File: config.mk
export PLATFORM = sky130hd
export DESIGN_NAME = sacfl_front
export DESIGN_NICKNAME = d
export VERILOG_FILES = /design/src/rtl/sacfl_pkg.sv /design/src/rtl/sacfl_div.sv /design/src/rtl/sacfl_front.sv
export SDC_FILE = /design/constraint.sdc
export NUM_CORES = 1
export LEC_CHECK = 0
export CORE_UTILIZATION = 30
export CTS_CLUSTER_DIAMETER = 30
export DETAILED_ROUTE_END_ITERATION = 10
export DONT_BUFFER_PORTS = 1
export PLACE_DENSITY_LB_ADDON = 0.2
export SLEW_MARGIN = 30
export SYNTH_ARGS = -nofsm -noshare
export SYNTH_HDL_FRONTEND = slang
export SYNTH_HIERARCHICAL = 1
export SYNTH_SLANG_ARGS = --single-unit
File: constraint.sdc
create_clock -name clk_i -period 8.73 [get_ports clk_i]
set_input_delay 0 -clock clk_i [delete_from_list [all_inputs] [get_ports clk_i]]
set_output_delay 0 -clock clk_i [all_outputs]
set_load 0.005 [all_outputs]
File: src/rtl/sacfl_pkg.sv
// Shared types and constants for the set-associative FIFO-replacement cache lookup.
// No dependencies; every other file of the block imports this package.
`default_nettype none

package sacfl_pkg;

  localparam int unsigned DEF_MAX_SET_COUNT = 128;
  localparam int unsigned DEF_MAX_WAYS      = 8;

  localparam int unsigned ADDR_W     = 32;
  localparam int unsigned TAG_W      = 32;
  localparam int unsigned BB_W       = 16;
  localparam int unsigned SC_W       = 8;
  localparam int unsigned WAYS_CFG_W = 4;
  localparam int unsigned SET_OUT_W  = 7;
  localparam int unsigned CNT_W      = 32;
  localparam int unsigned CFG_IDX_W  = 2;
  localparam int unsigned CFG_DATA_W = 16;
  localparam int unsigned DIV_STEPS  = 32;
  localparam int unsigned DIV_CNT_W  = $clog2(DIV_STEPS);

  typedef enum logic [CFG_IDX_W-1:0] {
    CFG_BLOCK_BYTES = 2'd0,
    CFG_SET_COUNT   = 2'd1,
    CFG_WAYS        = 2'd2
  } cfg_idx_e;

  // One classified lookup travelling from front to back.
  typedef struct packed {
    logic [SC_W-1:0]  set;
    logic [TAG_W-1:0] tag;
  } sacfl_req_t;

  typedef enum logic [1:0] {
    F_IDLE,
    F_BLOCK,
    F_SET,
    F_PUSH
  } front_state_e;

  typedef enum logic [3:0] {
    B_CLEAR,
    B_IDLE,
    B_FILL,
    B_TAG_RD,
    B_TAG_CMP,
    B_SHIFT_RD,
    B_SHIFT_WR,
    B_WRITE,
    B_DONE
  } back_state_e;

endpackage

`default_nettype wire

File: src/rtl/sacfl_div.sv
// Radix-2 restoring divider, 32-bit dividend by 16-bit divisor, one bit per cycle.
// Uses sacfl_pkg for widths.
`default_nettype none

module sacfl_div import sacfl_pkg::*; (
  input  wire logic              clk_i,
  input  wire logic              rst_ni,
  input  wire logic              start_i,
  input  wire logic [ADDR_W-1:0] dividend_i,
  input  wire logic [BB_W-1:0]   divisor_i,
  output logic                   done_o,
  output logic [ADDR_W-1:0]      quotient_o,
  output logic [BB_W-1:0]        remainder_o
);

  logic [ADDR_W-1:0]    quo_q;
  logic [BB_W-1:0]      rem_q;
  logic [BB_W-1:0]      dvs_q;
  logic [DIV_CNT_W-1:0] cnt_q;
  logic                 run_q;
  logic                 done_q;

  logic [BB_W:0]   shifted;
  logic [BB_W+1:0] trial;
  logic            fits;

  always_comb begin
    shifted = {rem_q, quo_q[ADDR_W-1]};
    trial   = {1'b0, shifted} - {2'b00, dvs_q};
    fits    = ~trial[BB_W+1];
  end

  always_ff @(posedge clk_i or negedge rst_ni) begin
    if (!rst_ni) begin
      run_q  <= 1'b0;
      done_q <= 1'b0;
      cnt_q  <= '0;
    end else begin
      if (start_i) begin
        run_q <= 1'b1;
        cnt_q <= '0;
      end else if (run_q) begin
        cnt_q <= cnt_q + 1'b1;
        if (cnt_q == DIV_CNT_W'(DIV_STEPS - 1)) begin
          run_q <= 1'b0;
        end
      end
      done_q <= ~start_i & run_q & (cnt_q == DIV_CNT_W'(DIV_STEPS - 1));
    end
  end

  always_ff @(posedge clk_i) begin
    if (start_i) begin
      quo_q <= dividend_i;
      rem_q <= '0;
      dvs_q <= divisor_i;
    end else if (run_q) begin
      rem_q <= fits ? trial[BB_W-1:0] : shifted[BB_W-1:0];
      quo_q <= {quo_q[ADDR_W-2:0], fits};
    end
  end

  assign done_o      = done_q;
  assign quotient_o  = quo_q;
  assign remainder_o = rem_q;

endmodule

`default_nettype wire

File: src/rtl/sacfl_front.sv
// Front end: takes an address, splits it into set and tag with the shared divider.
// Uses sacfl_pkg and sacfl_div; hands sacfl_req_t items to the queue.
`default_nettype none

module sacfl_front import sacfl_pkg::*; (
  input  wire logic              clk_i,
  input  wire logic              rst_ni,
  input  wire logic              accept_i,
  input  wire logic [ADDR_W-1:0] address_i,
  input  wire logic [BB_W-1:0]   block_bytes_i,
  input  wire logic [SC_W-1:0]   set_count_i,
  input  wire logic              q_full_i,
  output logic                   busy_o,
  output logic                   push_o,
  output sacfl_req_t             req_o
);

  front_state_e state_q, state_d;
  sacfl_req_t   req_q;

  logic              div_start;
  logic [ADDR_W-1:0] div_dividend;
  logic [BB_W-1:0]   div_divisor;
  logic              div_done;
  logic [ADDR_W-1:0] div_quo;
  logic [BB_W-1:0]   div_rem;

  sacfl_div u_div (
    .clk_i       (clk_i),
    .rst_ni      (rst_ni),
    .start_i     (div_start),
    .dividend_i  (div_dividend),
    .divisor_i   (div_divisor),
    .done_o      (div_done),
    .quotient_o  (div_quo),
    .remainder_o (div_rem)
  );

  always_comb begin
    state_d = state_q;
    unique case (state_q)
      F_IDLE:  if (accept_i) state_d = F_BLOCK;
      F_BLOCK: if (div_done) state_d = F_SET;
      F_SET:   if (div_done) state_d = F_PUSH;
      F_PUSH:  if (!q_full_i) state_d = F_IDLE;
      default: state_d = F_IDLE;
    endcase
  end

  // first pass divides by block size, second by set count
  always_comb begin
    div_start    = 1'b0;
    div_dividend = div_quo;
    div_divisor  = {{(BB_W-SC_W){1'b0}}, set_count_i};
    push_o       = 1'b0;
    busy_o       = 1'b1;
    unique case (state_q)
      F_IDLE: begin
        busy_o       = 1'b0;
        div_start    = accept_i;
        div_dividend = address_i;
        div_divisor  = block_bytes_i;
      end
      F_BLOCK: div_start = div_done;
      F_SET:   div_start = 1'b0;
      F_PUSH:  push_o = ~q_full_i;
      default: div_start = 1'b0;
    endcase
  end

  always_ff @(posedge clk_i or negedge rst_ni) begin
    if (!rst_ni) begin
      state_q <= F_IDLE;
    end else begin
      state_q <= state_d;
    end
  end

  always_ff @(posedge clk_i) begin
    if (state_q == F_SET && div_done) begin
      req_q.set <= div_rem[SC_W-1:0];
      req_q.tag <= div_quo;
    end
  end

  assign req_o = req_q;

endmodule

`default_nettype wire

==> results.md, run 1 <==
- Storage cell area: 0.003188 sq mm
- Core Rows: 49
- Worst-Skew Late Latency: 0.42 ns
- Crit path max fanout: 63
- Residual DRC: 0
- Drt pass-1 iters: 4
- Post-Synthesis Cells: approximately 410
- Post-synthesis average cell area: 13.93 sq um
- H-tree Lvls: 4
- Vias in the first global route: around 3500
- Max Clk Rate: 308.0 MHz
- Static Leak: 2.614 nW
- Fin crit share: 0.3719
- Hpwl dp: between 7000 and 8000 microns
- Die Width: roughly 140 microns
- Final hold viol count: 0
- Final Slew Violations: 0
- Synthesized flop and latch total: between 100 and 150
- Hold crit path type: in2out
- GRT overflow: 0
- Initial antenna violation count: 0
- Clock transition at path regs: approximately 0.050 ns
- Detailed Route Iter0 Violations: 160
- CTS Sinks: about 110
- CTS tree: yes
- ANT cells: 0
- Largest net degree at the start of global routing: 64
- Worst Clk Skew: around 0.012 ns
- Register area share after synthesis: 0.5611
- Area Overhead vs Synth: 25.02%
- CTS buffer count: 17
- First-pass GRT wire length: between 15000 and 20000 microns
- Root Buffer: clkbuf_16
- Post-route cell area: 0.007103 sq mm
- Critical path capture point type: flip-flop
- Setup tns final: 0 ns
- Hold Path Stages: 1
- Max Cap Violations: 0
- CP Class: reg2reg
- Number of synthesized flops with an enable pin: 88
- Most common cell in the netlist: edfxtp_1
- Crit path time final: 3.247 ns
- Yosys cell types: 53
- FFs w/ async S/R, synth: 0.07965
- Via density: 4.706
- Vias: between 3000 and 4000
- # IOs: between 100 and 150
- RePlAce Congestion: approximately 0.73
- Leading post-synthesis cells by cell area: edfxtp_1 47%, mux2_4 11%, mux2_2 6.5%
- Share of the synthesized area in the top cell type: 0.4651
- Required @ worst endpoint: ~9.0 ns
- Relative slew slack: 0.4339
- Multi-input logic area: between 0.002 and 0.0025 sq mm
- Crit start category: flip-flop
- Tot GR Track Use: 0.1272
- Status: finished, final reports clean
- Synth top cells by count: 88 x edfxtp_1, 40 x mux2_4, 33 x mux2_2, 27 x inv_1
- Initial Util: 0.3110
- Drt total wl: about 12000 microns
- Port bufs: 0
- Reg2reg setup slack: 5.48 ns
- Worst Reg-to-Reg Cells: 9
- Final setup violation count: 0
- Fillers: roughly 1700
- Die area: 0.01949 sq mm
- Slew @ Worst Pin: 0.8491 ns
- Mapped Area: 0.005682 sq mm
- Yosys Warn Count: 6
- Core Util, Final: 0.3888
- Main flop type after synthesis: edfxtp_1
- Die Y: around 140 microns
- Layout cells sized above 1: 0.2490
- Cell taking the most area after synthesis: edfxtp_1
- WP data arrival: 3.51 ns
- Power Density: 182.0 mW/mm^2
- RSZ-0062 raised after global routing: no
- Max IR drop VDD: between 0.1 and 0.15 mV
- Clock Tree Buf Depth: 2
- Nets: approximately 560
- Cell Area, Placed: between 0.005 and 0.006 sq mm
- Post-Syn Nets: 492
- Placeable Area: 0.01827 sq mm
- Wirelength per Cell: approximately 16 microns
- Final ANT Viol Nets: 0
- Postcts setup bufs: 0
-- kinds of logic (layout without fill, tap and decap cells) --
| kind of cell | count (synthesis) | count (layout) | synth area share |
|---|---|---|---|
| compound gates | 54 | 54 | 0.07707 |
| xor+xnor | 16 | 16 | 0.02466 |
| fa+ha+maj | 24 | 24 | 0.05417 |
| buf+inv | 44 | 122 | 0.03655 |
| flops | 113 | 113 | 0.5611 |
| mux | 78 | 78 | 0.1801 |
| simple gates | 79 | 79 | 0.06629 |
-- final timing paths --
kind	startpoint	endpoint
min in group asynchronous	rst_ni	state_q[0]$_DFFE_PN0P_
worst max register to register	state_q[0]$_DFFE_PN0P_	u_div/remainder_o[14]$_SDFFE_PP0P_
worst min register to register	u_div/remainder_o[15]$_SDFFE_PP0P_	u_div/remainder_o[15]$_SDFFE_PP0P_
worst min-delay path	q_full_i	push_o
worst max-delay path	state_q[0]$_DFFE_PN0P_	u_div/remainder_o[14]$_SDFFE_PP0P_
max in group asynchronous	rst_ni	u_div/done_o$_DFF_PN0_
-- report_power, final --
part | internal [W] | total, W | switching, W
Combinational | 0.0000207 | 0.0000262 | 0.00000546
Sequential | 0.000573 | 0.000573 | 0
Clock | 0.000445 | 0.000693 | 0.000248
-- critical path: stages (launching register included) --
cell	delay [ns]
dfrtp_1	0.40
inv_1	0.13
ha_2	0.18
buf_4	0.66
nor2_1	0.16
nor2_4	0.15
buf_4	0.68
nor2b_1	0.34
a32oi_1	0.29
o31ai_1	0.09
-- final cells by class --
class                      count  area share
clock buffer                  17     0.05989
tap                          229     0.04034
sequential                   113      0.4488
clock inverter                14     0.02343
multi-input combinational    251      0.3241
inverter                      27     0.01427
timing repair buffer          64     0.08913
-- registers in the layout, indices dropped and copies added (netlist names) --
signal             cells
req_o                 40
u_div/quotient_o      32
u_div/dvs_q           16
u_div/remainder_o     16
u_div/cnt_q            5
state_q                2
u_div/done_o           1
u_div/run_q            1
-- through the flow --
stage | setup WS (ns) | hold slack, ns | cells | total power [W]
2_1_floorplan | 5.327 | -0.2956 | 408 | 0.0005875
3_3_place_gp | 5.579 | -0.2948 | 623 | 0.0005879
3_5_place_dp | 5.468 | -0.2949 | 623 | 0.0005878
4_1_cts | 5.437 | 0.05227 | 715 | 0.001312
5_1_grt | 5.213 | 0.05109 | 715 | 0.001337
6_report | 5.483 | 0.04979 | 715 | 0.001293
-- layout by cell type, fill, tap and decap left out, types with 7 or more instances in the layout --
master	Yosys	routed
a21oi_1	7	7
and2_1	9	8
clkbuf_16	0	17
dfrtp_1	9	9
dfxtp_1	16	16
dlygate4sd3_1	0	61
edfxtp_1	88	88
ha_1	23	22
inv_1	27	27
mux2_2	33	33
mux2_4	40	40
nand2_1	21	21
nand3_1	13	13
nor2_1	23	22
xnor2_1	10	10
-- per-layer routing --
layer  GRT usage  part of all wire  wire, microns  vias to the layer above
li1            -                 -              -                     1646
met1      0.1566              0.46           5342                     1631
met2      0.2026              0.48           5552                       77
met3     0.03889             0.043            499                       11
met4     0.06246             0.016            184                        0
met5           0                 0              0                        -
-- repair_timing --
item	in CTS	in global routing
endpoints found under the hold margin	59	0
resized for setup	0	0
hold buffers	61	0
No activity file was read; power rests on OpenSTA's default activity.
==> inputs of run 2 (changes only) <==
--- a/config.mk
+++ b/config.mk
@@ -5,6 +5,7 @@
 export SDC_FILE = /design/constraint.sdc
 export NUM_CORES = 1
 export LEC_CHECK = 0
+export ABC_AREA = 1
 export CORE_UTILIZATION = 30
 export CTS_CLUSTER_DIAMETER = 30
 export DETAILED_ROUTE_END_ITERATION = 10
==> constraint.sdc (replaced) <==
create_clock -name clk_i -period 2.9 [get_ports clk_i]
set_input_delay 0 -clock clk_i [delete_from_list [all_inputs] [get_ports clk_i]]
set_output_delay 0 -clock clk_i [all_outputs]
set_load 0.005 [all_outputs]
==> results.md, run 2 <==
- Status: finished, final reports clean
- Max Clk Rate: 393.8 MHz
- WP data arrival: about 2.7 ns
- Setup tns final: 0 ns
- Drt total wl: 14380 microns
- Crit path max fanout: between 40 and 50
- Synth top cells by count: 344 x nand2_1, 88 x edfxtp_1, 86 x inv_1, 40 x nand3_1, 23 x ha_1
- Synthesized flop and latch total: approximately 110
- Root Buffer: clkbuf_16
- Vias: 4681
- Crit path time final: approximately 2.5 ns
- Required @ worst endpoint: ~3 ns
- Commonest non-fill, non-tap cell in the layout: nand2_1
- Residual DRC: 0
- Commonest non-fill, non-tap cells in the layout: 344 x nand2_1, 88 x edfxtp_1, 84 x inv_1
- Post-Synthesis Cells: slightly above 700
- # IOs: a little over 100
- Fin crit share: 0.8756
- Hpwl dp: around 9600 microns
- First-pass GRT wire length: approximately 23000 microns
- Net switching power: around 0.0036 W
- ANT cells: 0
- Worst-Skew Late Latency: around 0.42 ns
- Pint: 0.005267 W
- Gate power share: 0.442
- Yosys cell types: 38
- DP Worst Slack: approximately 0.18 ns
- Yosys Warn Count: 6
- Worst path slowest cell: dfrtp_1
- RSZ-0062 raised after global routing: no
- Final non-filler cell total: between 1000 and 1500
- Detailed Route Iter0 Violations: just over 300
- Dpl cells: slightly below 1000
- Core Rows: just over 50
- Largest net degree at the start of global routing: 50
- Most common cell in the netlist: nand2_1
- Max Cap Violations: 0
- Share of the synthesized area in the top cell type: 0.4385
- Crit start category: flip-flop
- Die Width: between 100 and 150 microns
- Crit path cell chain: inv_1, ha_1, nand2_1, o21ai_4, buf_6, clkinv_1, buf_4, nor2_1, a31oi_1
- CTS Sinks: between 100 and 150
- Max reg flops: 40
- Layout cells sized above 1: 0.07809
- RePlAce Congestion: 0.8201
- GRT overflow: 0
- Postcts setup bufs: 0
- Worst path max stage delay: 0.41 ns
- Post-synthesis average cell area: approximately 8.4 sq um
- Wirelength per Cell: around 14 microns
- Final setup violation count: 0
- Tot GR Track Use: 0.1473
- Placeable Area: a little under 0.02 sq mm
- Final Slew Violations: 0
- Die Y: between 100 and 150 microns
- Hold crit path type: in2out
- Drt pass-1 iters: 5
- CTS tree: yes
- Area Overhead vs Synth: 24.50%
- Port bufs: 0
- Initial Util: 0.3076
- Relative slew slack: 0.5074
- Flop pwr share: 0.321
- Main flop type after synthesis: edfxtp_1
- Clock share of power: 0.237
- CTS buffer count: 17
- Worst Slack Setup Final: approximately 0.36 ns
- Cell taking the most area after synthesis: edfxtp_1
- Power Density: ~1200 mW/mm^2
- Number of synthesized flops with an enable pin: 88
- Mapped Area: roughly 0.0060 sq mm
- CP Class: reg2reg
- Vias in the first global route: between 4000 and 5000
- Final ANT Viol Nets: 0
- Sw frac: 0.4079
- Worst Clk Skew: approximately 0.0089 ns
- Register area share after synthesis: 0.5291
- Die area: 0.02066 sq mm
- Nets: just under 900
- Slew @ Worst Pin: 0.7381 ns
- Initial antenna violation count: 0
- Post-Syn Nets: 800
- Clock Tree Buf Depth: 2
- Max IR drop VDD: about 0.50 mV
- Final hold viol count: 0
- Leading post-synthesis cells by cell area: edfxtp_1 44%, nand2_1 21%, inv_1 5.4%
- H-tree Lvls: 4
- Bufs and invs on worst path: 4
- CP delay by family, top: buffers and inverters
- Critical path capture point type: flip-flop
- FFs w/ async S/R, synth: 0.07965
- Clock transition at path regs: about 0.05 ns
- Via density: approximately 4.4
- Static Leak: between 3 and 4 nW
[run 2: per-layer routing]
metal,vias up,GRT usage,share of wire
met5,-,0,0
met2,105,0.2471,0.49
met1,2159,0.1838,0.46
met3,10,0.03565,0.033
li1,2407,-,-
met4,0,0.05207,0.011
[run 2: through the flow]
step | utilization | hold WS (ns) | total power (W) | area, sq um
global route | 0.3830 | 0.03823 | 0.009696 | 7502
global placement | 0.3216 | -0.2951 | 0.006630 | 6301
detailed placement | 0.3218 | -0.2951 | 0.006676 | 6304
finish | 0.3830 | 0.03701 | 0.008895 | 7502
floorplan | - | -0.2956 | 0.005808 | 6033
CTS | 0.3828 | 0.03808 | 0.008987 | 7498
[run 2: repair_timing]
| item | CTS | global route |
|---|---|---|
| hold endpoints to repair | 59 | 0 |
| endpoints found under the setup margin | 0 | 4 |
| gates resized for setup | 0 | 1 |
| hold buffers | 60 | 0 |
[run 2: path summary, 6_finish.rpt]
check                                              startpoint                                 end  slack, ns  depth (start not counted)
hold reg to reg            u_div/remainder_o[14]$_SDFFE_PP0P_  u_div/remainder_o[14]$_SDFFE_PP0P_       0.48                          2
setup reg to reg                       state_q[0]$_DFFE_PN0P_       u_div/quotient_o[0]$_DFFE_PP_       0.36                          9
max in group asynchronous                              rst_ni          u_div/cnt_q[4]$_DFFE_PN0P_       2.10                          2
setup / recovery                       state_q[0]$_DFFE_PN0P_       u_div/quotient_o[0]$_DFFE_PP_       0.36                          9
min in group asynchronous                              rst_ni          u_div/cnt_q[0]$_DFFE_PN0P_       0.51                          2
hold / removal                                       q_full_i                              push_o       0.04                          1
[run 2: cell families (layout without fill, tap and decap cells)]
| group | Yosys count | after routing | synth area share |
|---|---|---|---|
| XOR/XNOR | 8 | 8 | 0.01163 |
| adder cells (fa/ha/maj) | 24 | 24 | 0.05108 |
| buffers and inverters | 110 | 188 | 0.07994 |
| AO/OA/AOI/OAI | 30 | 30 | 0.02887 |
| flip-flops | 113 | 113 | 0.5291 |
| AND/OR/NAND/NOR | 431 | 431 | 0.2994 |
[run 2: final cells by class]
type | count | area [sq um]
sequential | 113 | 3188
clock inverter | 13 | 161.4
timing repair buffer | 68 | 676.9
fill | 2009 | 12090
multi-input combinational | 493 | 2372
clock buffer | 19 | 432.9
tap | 265 | 331.6
inverter | 88 | 339.1
[run 2: worst register-to-register path, stage by stage, from the launching register on]
cell,delay (ns)
dfrtp_1,0.41
inv_1,0.13
ha_1,0.37
nand2_1,0.16
o21ai_4,0.20
buf_6,0.39
clkinv_1,0.15
buf_4,0.28
nor2_1,0.15
a31oi_1,0.05
[run 2: power by group through the flow]
stage	registers (W)	clock network, W	logic, W
detailed placement	0.00288	0	0.00380
finish	0.00285	0.00211	0.00393
CTS	0.00286	0.00215	0.00397
global placement	0.00288	0	0.00375
floorplan	0.00273	0	0.00308
global route	0.00293	0.00224	0.00453
