[src/rtl/sacfl_pkg.sv]
// Shared types and constants for the set-associative FIFO-replacement cache lookup.
// No dependencies; every other file of the block imports this package.
`default_nettype none

package sacfl_pkg;

  localparam int unsigned DEF_MAX_SET_COUNT = 128;
  localparam int unsigned DEF_MAX_WAYS      = 8;

  localparam int unsigned ADDR_W     = 32;
  localparam int unsigned TAG_W      = 32;
  localparam int unsigned BB_W       = 16;
  localparam int unsigned SC_W       = 8;
  localparam int unsigned WAYS_CFG_W = 4;
  localparam int unsigned SET_OUT_W  = 7;
  localparam int unsigned CNT_W      = 32;
  localparam int unsigned CFG_IDX_W  = 2;
  localparam int unsigned CFG_DATA_W = 16;
  localparam int unsigned DIV_STEPS  = 32;
  localparam int unsigned DIV_CNT_W  = $clog2(DIV_STEPS);

  typedef enum logic [CFG_IDX_W-1:0] {
    CFG_BLOCK_BYTES = 2'd0,
    CFG_SET_COUNT   = 2'd1,
    CFG_WAYS        = 2'd2
  } cfg_idx_e;

  // One classified lookup travelling from front to back.
  typedef struct packed {
    logic [SC_W-1:0]  set;
    logic [TAG_W-1:0] tag;
  } sacfl_req_t;

  typedef enum logic [1:0] {
    F_IDLE,
    F_BLOCK,
    F_SET,
    F_PUSH
  } front_state_e;

  typedef enum logic [3:0] {
    B_CLEAR,
    B_IDLE,
    B_FILL,
    B_TAG_RD,
    B_TAG_CMP,
    B_SHIFT_RD,
    B_SHIFT_WR,
    B_WRITE,
    B_DONE
  } back_state_e;

endpackage

`default_nettype wire

[src/rtl/sacfl_queue.sv]
// Two-entry queue of classified lookups between front and back.
// Uses sacfl_pkg for the item type.
`default_nettype none

module sacfl_queue import sacfl_pkg::*; (
  input  wire logic       clk_i,
  input  wire logic       rst_ni,
  input  wire logic       push_i,
  input  wire sacfl_req_t push_data_i,
  input  wire logic       pop_i,
  output sacfl_req_t      pop_data_o,
  output logic            full_o,
  output logic            empty_o
);

  sacfl_req_t  ent_q [2];
  logic        wr_ptr_q;
  logic        rd_ptr_q;
  logic [1:0]  cnt_q;

  always_ff @(posedge clk_i or negedge rst_ni) begin
    if (!rst_ni) begin
      wr_ptr_q <= 1'b0;
      rd_ptr_q <= 1'b0;
      cnt_q    <= '0;
    end else begin
      if (push_i) wr_ptr_q <= ~wr_ptr_q;
      if (pop_i)  rd_ptr_q <= ~rd_ptr_q;
      case ({push_i, pop_i})
        2'b10:   cnt_q <= cnt_q + 2'd1;
        2'b01:   cnt_q <= cnt_q - 2'd1;
        default: cnt_q <= cnt_q;
      endcase
    end
  end

  always_ff @(posedge clk_i) begin
    if (push_i) ent_q[wr_ptr_q] <= push_data_i;
  end

  assign pop_data_o = ent_q[rd_ptr_q];
  assign full_o     = (cnt_q == 2'd2);
  assign empty_o    = (cnt_q == 2'd0);

endmodule

`default_nettype wire

[config.mk]
export PLATFORM = sky130hd
export DESIGN_NAME = sacfl_queue
export DESIGN_NICKNAME = d
export VERILOG_FILES = /design/src/rtl/sacfl_pkg.sv /design/src/rtl/sacfl_queue.sv
export SDC_FILE = /design/constraint.sdc
export NUM_CORES = 1
export LEC_CHECK = 0
export ABC_AREA = 0
export BUFFER_PORTS_ARGS = -buffer_cell sky130_fd_sc_hd__clkbuf_2
export CAP_MARGIN = 15
export CORE_MARGIN = 2
export CORE_UTILIZATION = 30
export DETAILED_ROUTE_END_ITERATION = 8
export PLACE_DENSITY_LB_ADDON = 0.25
export SLEW_MARGIN = 10
export SYNTH_ARGS = -nofsm -noshare
export SYNTH_HDL_FRONTEND = slang
export SYNTH_SLANG_ARGS = --single-unit
[constraint.sdc]
create_clock -name clk_i -period 6.12 [get_ports clk_i]
set_clock_uncertainty 0.15 [all_clocks]
set_input_delay 0.612 -clock clk_i [delete_from_list [all_inputs] [get_ports clk_i]]
set_output_delay 0.612 -clock clk_i [all_outputs]
set_load 0.02 [all_outputs]
==> flow_summary.json, run 1 <==
{
  "clk_transition_reported_paths_ps": 80,
  "ys_seq_elements": 84,
  "htree_levels": 3,
  "effective_utilization_at_floorplan": 0.3047,
  "post-place-ws_ps": 3604,
  "multi_input_comb_area_um2": 685.7,
  "ir_drop_mv": 0.1478,
  "ys_seq_area_frac": 0.7642,
  "crit_required_ps": 5360,
  "critPathLaunchType": "register",
  "die_height_um": 108.5,
  "tightest_slew_ps": 1004,
  "timing_max_transition_violations_final": 0,
  "max-slew-margin-rel": 0.3304,
  "hold_viol": 0,
  "gp_routability_congestion": 0.7073,
  "rows": 38,
  "grt_pass1_vias": 1565,
  "final_antenna_violating_net_count": 0,
  "yosysWarnings": 0,
  "routed_wire_length_per_instance_um": 14.15,
  "finalWirelength_um": 5377,
  "achievable_freq_mhz": 351.4,
  "seqCellArea_um2": 2504,
  "finish.net_count": 280,
  "crit_path_max_fanout": 30,
  "avgViaCountPerCell": 4.121,
  "antenna_found_initial": 0,
  "finish.utilization": 0.3746,
  "mappedNetlistNets": 186,
  "diodes": 0,
  "clock_tree_from_tritoncts": "done",
  "postSynthAreaPerCell_um2": 23.22,
  "worst_slack_ps": 3274,
  "syn_inst": 141,
  "yosysTopAreaCellShare": 0.7337,
  "synth_area_leaders": "edfxtp_1, mux2_4, dfrtp_1, buf_12, xor2_1",
  "largest_net_degree_at_the_start_of_global_routing": 41,
  "layout-drive-gt1-share": 0.5958,
  "cts-resized-gates": 0,
  "placed_area_um2": 3809,
  "layout_common_cells": "clkbuf_2, edfxtp_1, mux2_4",
  "remaining_drc_errors": 0,
  "number_of_distinct_library_cells_after_synthesis": 13,
  "fp.dieW_um": 108.5,
  "setup-violations-final": 0,
  "areaGrowthSynthToFinish_pct": 22.93,
  "worstSetupEndpointType": "output pin",
  "grt_pass1_wl_um": 7976,
  "critical_path_arrival_ps": 2080,
  "worstSkewPairLatency_ps": 340,
  "post-layout-total-power_uw": 1875,
  "port-buffer-count": 85,
  "dieArea_um2": 11770,
  "pwr_density_cell_nw_per_um2": 465.7,
  "max-cap-violations": 0,
  "path_class": "reg -> out",
  "grt_setup_unrepaired": "no",
  "hold_path_class": "in -> reg",
  "cellLeakagePower_uw": 0.001635,
  "final_common_cell": "clkbuf_2",
  "number_of_buffers_inserted_during_clock_tree_synthesis": 9,
  "finalWorstPathRequiredPeriod_ps": 2846,
  "drt_iter0_drc": 81,
  "cts.sinks": 84,
  "most_area_hungry_cell_type_in_the_yosys_netlist": "edfxtp_1",
  "core_region_area_um2": 10750,
  "finish.instance_area_um2": 4025,
  "io-pin-count": 86,
  "final.period_utilization": 0.4650,
  "fin_setup_tns_ps": 0,
  "post-dp-hpwl_um": 3610,
  "grt_util_all_layers": 0.09667,
  "detail_route.first_pass.iterations": 3,
  "vias": 1566,
  "netlist_area_um2": 3274,
  "maximum_count_of_clock_buffers_along_a_single_path": 2,
  "result_of_the_run": "finished clean",
  "fillCellCount": 1041,
  "ctsRootBufferMaster": "clkbuf_8",
  "global_route.overflow_total": 0
}
[repair_timing]
action	CTS	global route
hold buffers	1	0
setup buffers	0	0
endpoints found under the hold margin	4	0
[power breakdown]
| group | internal (uW) | leakage [uW] | switching, uW |
|---|---|---|---|
| clock network | 223 | 0.000104 | 179 |
| registers | 766 | 0.000796 | 52.5 |
| logic | 294 | 0.000734 | 360 |
[metrics by stage]
stage / hold WS (ps) / instances
after floorplan: 166.4 / 141
after global placement: 277.1 / 363
after detailed placement: 282.7 / 363
after CTS: 277.2 / 380
after global routing: 268.6 / 380
final: 300.1 / 380
[state kept, by name (all words and copies together) (netlist names)]
name      flops
cnt_q         2
ent_q        80
rd_ptr_q      1
wr_ptr_q      1
[layer usage]
| metal | GRT usage | wire length (um) |
|---|---|---|
| met1 | 0.1064 | 2239 |
| met2 | 0.1540 | 2696 |
| met3 | 0.03436 | 298 |
| met4 | 0.07051 | 143 |
| met5 | 0 | 0 |
[path summary, 6_finish.rpt]
check                                startpoint                      to  slack, ps  depth (start not counted)
max                        rd_ptr_q$_DFFE_PN0P_          pop_data_o[37]       3270                          3
min                             push_data_i[10]  ent_q[1][10]$_DFFE_PP_        300                          1
max reg2reg                wr_ptr_q$_DFFE_PN0P_  ent_q[1][28]$_DFFE_PP_       4310                          1
min reg2reg                cnt_q[1]$_DFFE_PN0P_    cnt_q[1]$_DFFE_PN0P_        340                          1
max in group asynchronous                rst_ni    rd_ptr_q$_DFFE_PN0P_       5210                          2
min in group asynchronous                rst_ni    cnt_q[1]$_DFFE_PN0P_        460                          2
[cell type report]
type                       instances  area share
tap                              140     0.04352
clock buffer                      15     0.04383
timing repair buffer              88      0.1119
inverter                           1   0.0009325
clock inverter                     1    0.007460
multi-input combinational         51      0.1703
sequential                        84      0.6220
[worst max-delay path, cell delays in order (launching register included)]
cell	delay, ps
dfrtp_2	600
buf_4	570
mux2_2	410
clkbuf_2	160
[synth_stat cells]
library cell   n
edfxtp_1      80
mux2_4        39
buf_12         4
dfrtp_1        4
nor2_1         3
xor2_1         3
xnor2_1        2
and2_1         1
buf_6          1
ha_1           1
inv_1          1
mux2_2         1
nor2b_1        1
[cells by family after synthesis]
family | after synthesis | share of synthesized area
xor+xnor | 5 | 0.01338
fa+ha+maj | 1 | 0.003821
buf+inv | 6 | 0.02904
flops | 84 | 0.7642
mux | 40 | 0.1823
simple gates | 5 | 0.007262
Note: power is estimated with default switching activity, not from simulation.
==> run 2: changes to the inputs <==
==> constraint.sdc (replaced) <==
create_clock -name clk_i -period 2.5 [get_ports clk_i]
set_clock_uncertainty 0.15 [all_clocks]
set_input_delay 0.25 -clock clk_i [delete_from_list [all_inputs] [get_ports clk_i]]
set_output_delay 0.25 -clock clk_i [all_outputs]
set_load 0.02 [all_outputs]
==> flow_summary.json, run 2 (synthesis gave the netlist of run 1 again) <==
{
  "gp_routability_congestion": 0.5990,
  "critPathLaunchType": "register",
  "crit_required_ps": 2100,
  "drt_iter0_drc": 27,
  "finalWirelength_um": 5727,
  "hold_path_class": "in -> async",
  "post-dp-hpwl_um": 3593,
  "path_class": "reg -> out",
  "hold_viol": 0,
  "htree_levels": 3,
  "areaGrowthSynthToFinish_pct": 36.22,
  "grt_pass1_wl_um": 8728,
  "remaining_drc_errors": 0,
  "detail_route.first_pass.iterations": 4,
  "max_flop_register": "ent_q",
  "core_region_area_um2": 10750,
  "diodes": 0,
  "grt_setup_unrepaired": "no",
  "critical_path_max_stage_delay_ps": 390,
  "largest_net_degree_at_the_start_of_global_routing": 24,
  "top_regs": "ent_q (80), cnt_q (2)",
  "critical_path.cell_chain": "buf_4 -> mux2_2 -> clkbuf_2",
  "effective_utilization_at_floorplan": 0.3047,
  "final.period_utilization": 0.8095,
  "cts.sinks": 84,
  "achievable_freq_mhz": 494.2,
  "ir_drop_mv": 0.6051,
  "routed_wire_length_per_instance_um": 13.44,
  "die_height_um": 108.5,
  "dieArea_um2": 11770,
  "max-cap-violations": 0,
  "result_of_the_run": "finished clean",
  "final_antenna_violating_net_count": 0,
  "cpMaxStageDelayCell": "buf_4",
  "grt_pass1_vias": 1789,
  "grt_util_all_layers": 0.1014,
  "port-buffer-count": 85,
  "cellLeakagePower_uw": 0.001822,
  "worst_r2r_src": "wr_ptr_q$_DFFE_PN0P_",
  "layout-drive-gt1-share": 0.5140,
  "fin_setup_tns_ps": 0,
  "tightest_slew_ps": 451.7,
  "avgViaCountPerCell": 4.103,
  "max-slew-margin-rel": 0.6989,
  "crit_path_max_fanout": 23,
  "maximum_count_of_clock_buffers_along_a_single_path": 2,
  "ctsRootBufferMaster": "clkbuf_8",
  "pwr_density_cell_nw_per_um2": 1034,
  "fillCellCount": 989,
  "antenna_found_initial": 0,
  "postCtsSetupBuffers": 0,
  "cts-resized-gates": 0,
  "worstSkewPairLatency_ps": 340,
  "seqCellArea_um2": 2504,
  "timing_max_transition_violations_final": 0,
  "number_of_buffers_inserted_during_clock_tree_synthesis": 9,
  "rows": 38,
  "worstSetupEndpointType": "output pin",
  "clk_transition_reported_paths_ps": 80,
  "final_common_cell": "clkbuf_2",
  "fp.dieW_um": 108.5,
  "finalWorstPathRequiredPeriod_ps": 2024,
  "timing.critical_path.buf_inv": 2,
  "clock_tree_from_tritoncts": "done",
  "critical-path-top-delay-family": "buffers and inverters",
  "critical_path_arrival_ps": 1620,
  "io-pin-count": 86,
  "first_element_of_the_critical_path": "rd_ptr_q$_DFFE_PN0P_",
  "largest_register_ffs": 80,
  "global_route.overflow_total": 0,
  "layout_common_cells": "clkbuf_2, edfxtp_1, dlygate4sd3_1",
  "worst_hold_slack_ps": 89.71,
  "finish.net_count": 326,
  "multi_input_comb_area_um2": 685.7,
  "vias": 1748,
  "setup-violations-final": 0
}
run 2: cell types whose count changed in the layout (fill, tap and decap cells not counted), sizes merged:
| cell | change |
|---|---|
| buf | +4 |
| clkbuf | -6 |
| clkinv | +6 |
| dlygate4sd3 | +42 |
run 2: layout make-up:
cell class,count,share of cell area
tap,140,0.03927
clock inverter,7,0.01515
multi-input combinational,51,0.1537
timing repair buffer,134,0.2020
sequential,84,0.5613
clock buffer,9,0.02777
inverter,1,0.0008415
run 2: worst paths after layout:
path | end | depth (start not counted) | slack, ps
setup / recovery | pop_data_o[37] | 3 | 480
hold / removal | cnt_q[1]$_DFFE_PN0P_ | 2 | 90
setup reg to reg | ent_q[1][5]$_DFFE_PP_ | 2 | 1100
hold reg to reg | cnt_q[1]$_DFFE_PN0P_ | 1 | 340
max in group asynchronous | rd_ptr_q$_DFFE_PN0P_ | 2 | 1970
min in group clk_i | cnt_q[1]$_DFFE_PN0P_ | 1 | 340
run 2: worst register-to-register path, delay by kind of cell, from the launching register on:
family	cells	cell delay (ps)
buffers and inverters	1	310
flip-flops	1	420
AND/OR/NAND/NOR	1	180
run 2: power by group:
| part | total, uW | leakage (uW) | switching [uW] | internal, uW |
|---|---|---|---|---|
| combinational | 1740 | 0.000930 | 948 | 788 |
| sequential | 1960 | 0.000796 | 84.6 | 1870 |
| clock | 923 | 0.0000959 | 466 | 457 |
| total | 4610 | 0.00182 | 1500 | 3120 |
run 2: timing repair:
item	CTS	global route
hold buffers	43	0
setup endpoints to repair	0	0
hold endpoints to repair	86	0
run 2: layer usage:
layer / global-route usage / up-vias / part of all wire
met5: 0 / - / 0
met4: 0.03297 / 0 / 0.013
met3: 0.04159 / 10 / 0.074
met2: 0.1665 / 71 / 0.49
met1: 0.1209 / 841 / 0.43
li1: - / 826 / -
run 2: through the flow:
step / power (uW) / utilization / cells / setup WS, ps / cell area, um2
floorplan: 3341 / - / 141 / 479.5 / 3277
global placement: 3696 / 0.3572 / 367 / 815.4 / 3839
detailed placement: 3705 / 0.3572 / 367 / 814.1 / 3839
CTS: 4692 / 0.4151 / 426 / 427.4 / 4461
global route: 4866 / 0.4151 / 426 / 387.4 / 4461
finish: 4614 / 0.4151 / 426 / 476.4 / 4461
==> run 3: changes to the inputs <==
--- a/config.mk
+++ b/config.mk
@@ -5,7 +5,7 @@
 export SDC_FILE = /design/constraint.sdc
 export NUM_CORES = 1
 export LEC_CHECK = 0
-export ABC_AREA = 0
+export ABC_AREA = 1
 export BUFFER_PORTS_ARGS = -buffer_cell sky130_fd_sc_hd__clkbuf_2
 export CAP_MARGIN = 15
 export CORE_MARGIN = 2
==> constraint.sdc (replaced) <==
create_clock -name clk_i -period 1.7 [get_ports clk_i]
set_clock_uncertainty 0.15 [all_clocks]
set_input_delay 0.17 -clock clk_i [delete_from_list [all_inputs] [get_ports clk_i]]
set_output_delay 0.17 -clock clk_i [all_outputs]
set_load 0.02 [all_outputs]
==> flow_summary.json, run 3 <==
{
  "result_of_the_run": "complete, but fails checks",
  "violations_in_the_final_reports": "setup timing",
  "gp_routability_congestion": 0.6546,
  "top_regs": "ent_q (80), cnt_q (2)",
  "ys_dominant_reg_cell": "edfxtp_1",
  "most_area_hungry_cell_type_in_the_yosys_netlist": "edfxtp_1",
  "die_height_um": 109.8,
  "cellLeakagePower_uw": 0.002099,
  "grt_setup_unrepaired": "yes",
  "crit_path_max_fanout": 29,
  "effective_utilization_at_floorplan": 0.3083,
  "ctsRootBufferMaster": "clkbuf_8",
  "number_of_buffers_inserted_during_clock_tree_synthesis": 9,
  "dieArea_um2": 12050,
  "routed_wire_length_per_instance_um": 12.02,
  "ys_seq_elements": 84,
  "final_common_cell": "edfxtp_1",
  "max-slew-margin-rel": 0.8374,
  "clk_transition_reported_paths_ps": 90,
  "synth_async_sr_flop_share": 0.04762,
  "finalWorstPathRequiredPeriod_ps": 1777,
  "critical_path_arrival_ps": 1460,
  "pwr_density_cell_nw_per_um2": 1615,
  "global_route.overflow_total": 0,
  "number_of_distinct_library_cells_after_synthesis": 12,
  "io-pin-count": 86,
  "fp.dieW_um": 109.8,
  "cpMaxStageDelayCell": "dfrtp_4",
  "port-buffer-count": 85,
  "post-dp-hpwl_um": 3607,
  "hold_viol": 0,
  "maximum_count_of_clock_buffers_along_a_single_path": 2,
  "timing_max_transition_violations_final": 0,
  "number_of_synthesized_flops_with_an_enable_pin": 80,
  "synthMostInstantiatedCell": "edfxtp_1",
  "postSynthAreaPerCell_um2": 14.41,
  "layout-drive-gt1-share": 0.4032,
  "post-layout-total-power_uw": 8080,
  "largest_net_degree_at_the_start_of_global_routing": 43,
  "final_antenna_violating_net_count": 0,
  "max_flop_register": "ent_q",
  "crit_required_ps": 1380,
  "yosysWarnings": 0,
  "critical-path-top-delay-family": "flip-flops",
  "yosysTopAreaCellShare": 0.7156,
  "critical_path.cell_chain": "buf_12 -> o21ai_2 -> clkbuf_8",
  "tightest_slew_ps": 243.9,
  "hold_path_class": "reg -> reg",
  "worst_hold_slack_ps": 363.5,
  "syn_inst": 233,
  "clock_tree_from_tritoncts": "done",
  "detail_route.first_pass.iterations": 4,
  "max-cap-violations": 0,
  "antenna_found_initial": 0,
  "critical_path_max_stage_delay_ps": 560,
  "drt_iter0_drc": 60,
  "setup-violations-final": 39,
  "grt_util_all_layers": 0.1074,
  "met3_wirelength_um": 267,
  "top_layer": "met4",
  "first_element_of_the_critical_path": "rd_ptr_q$_DFFE_PN0P_",
  "netlist_area_um2": 3357,
  "grt_pass1_wl_um": 9694,
  "remaining_drc_errors": 0,
  "worstSkewPairLatency_ps": 340,
  "cts.sinks": 84,
  "wl_met2_um": 3116,
  "holdCritStartpoint": "cnt_q[1]$_DFFE_PN0P_",
  "worst_slack_ps": -76.83,
  "worst_r2r_src": "wr_ptr_q$_DFFE_PN0P_",
  "synth_area_leaders": "edfxtp_1, o21ai_2, inv_1, nand2_1, buf_6",
  "achievable_freq_mhz": 562.8,
  "synth.cells.most_frequent": "edfxtp_1, inv_1, nand2_1, o21ai_2, buf_6",
  "largest_register_ffs": 80,
  "htree_levels": 3,
  "timing.critical_path.buf_inv": 2,
  "mappedNetlistNets": 278,
  "areaGrowthSynthToFinish_pct": 49.01,
  "final.period_utilization": 1.045,
  "finish.net_count": 417,
  "ir_drop_mv": 0.6734,
  "critPathLaunchType": "register",
  "path_class": "reg -> out",
  "core_region_area_um2": 10890,
  "ys_seq_area_frac": 0.7454,
  "worstSetupEndpointType": "output pin",
  "finalWirelength_um": 6216,
  "rows": 38,
  "vias": 2086,
  "grt_pass1_vias": 2135,
  "diodes": 0,
  "avgViaCountPerCell": 4.035,
  "layout_common_cells": "edfxtp_1, clkbuf_8, inv_1, nand2_1, clkbuf_2",
  "wl_met1_um": 2746
}
[run 3: final timing paths]
| check | end | slack (ps) | depth (start not counted) |
|---|---|---|---|
| min in group asynchronous | cnt_q[1]$_DFFE_PN0P_ | 600 | 3 |
| setup / recovery | pop_data_o[10] | -80 | 3 |
| hold reg to reg | cnt_q[1]$_DFFE_PN0P_ | 360 | 2 |
| max in group asynchronous | rd_ptr_q$_DFFE_PN0P_ | 610 | 3 |
| setup reg to reg | ent_q[1][18]$_DFFE_PP_ | 340 | 3 |
| hold / removal | cnt_q[1]$_DFFE_PN0P_ | 360 | 2 |
[run 3: metrics by stage]
stage               setup WS (ps)    util  instances  area, um2  setup TNS, ps
global placement            213.2  0.3636        454       3959              0
detailed placement          203.9  0.3636        454       3959              0
CTS                        -108.7  0.4571        516       4977          -2283
global route               -155.3  0.4594        517       5002          -4947
floorplan                   82.66       -        233       3368              0
finish                     -76.83  0.4594        517       5002          -1617
[run 3: layout make-up]
type / count / area (um2)
Tap cell: 140 / 175.2
Clock inverter: 5 / 60.06
Sequential cell: 84 / 2506
Multi-Input combinational cell: 94 / 588.1
Fill cell: 977 / 5886
Timing Repair Buffer: 137 / 1345
Clock buffer: 11 / 151.4
Inverter: 46 / 176.4
[run 3: cell families after synthesis]
kind of cell | Yosys count | share of synthesized area
AOI/OAI and AO/OA | 40 | 0.1044
xor gates and xnor gates | 3 | 0.007828
adders and majority gates | 1 | 0.003727
and+or+nand+nor | 50 | 0.05702
buffers and inverters | 55 | 0.08163
DFF | 84 | 0.7454
[run 3: report_power, final]
group / switching (uW) / leakage [uW] / internal, uW / total [uW]
Sequential: 161 / 0.000797 / 2750 / 2920
Combinational: 1950 / 0.00120 / 1770 / 3710
Clock: 688 / 0.000106 / 762 / 1450
[run 3: routing by layer]
| layer | global-route usage | up-vias |
|---|---|---|
| li1 | - | 1062 |
| met1 | 0.1253 | 957 |
| met2 | 0.1814 | 59 |
| met3 | 0.03201 | 8 |
| met4 | 0.04882 | 0 |
| met5 | 0 | - |
[run 3: worst min-delay path, cell delays in order, from the launching register on]
cell and delay [ps]:
dfrtp_1 370, nand2_1 60, nand2_1 50
[run 3: what timing repair did]
action / 4_1_cts / 5_1_grt
endpoints found under the hold margin: 86 / 0
resized for setup: 79 / 1
gates cloned: 0 / 1
pin swaps: 2 / 0
hold buffers: 44 / 0
setup buffers: 2 / 0
setup endpoints to repair: 36 / 40
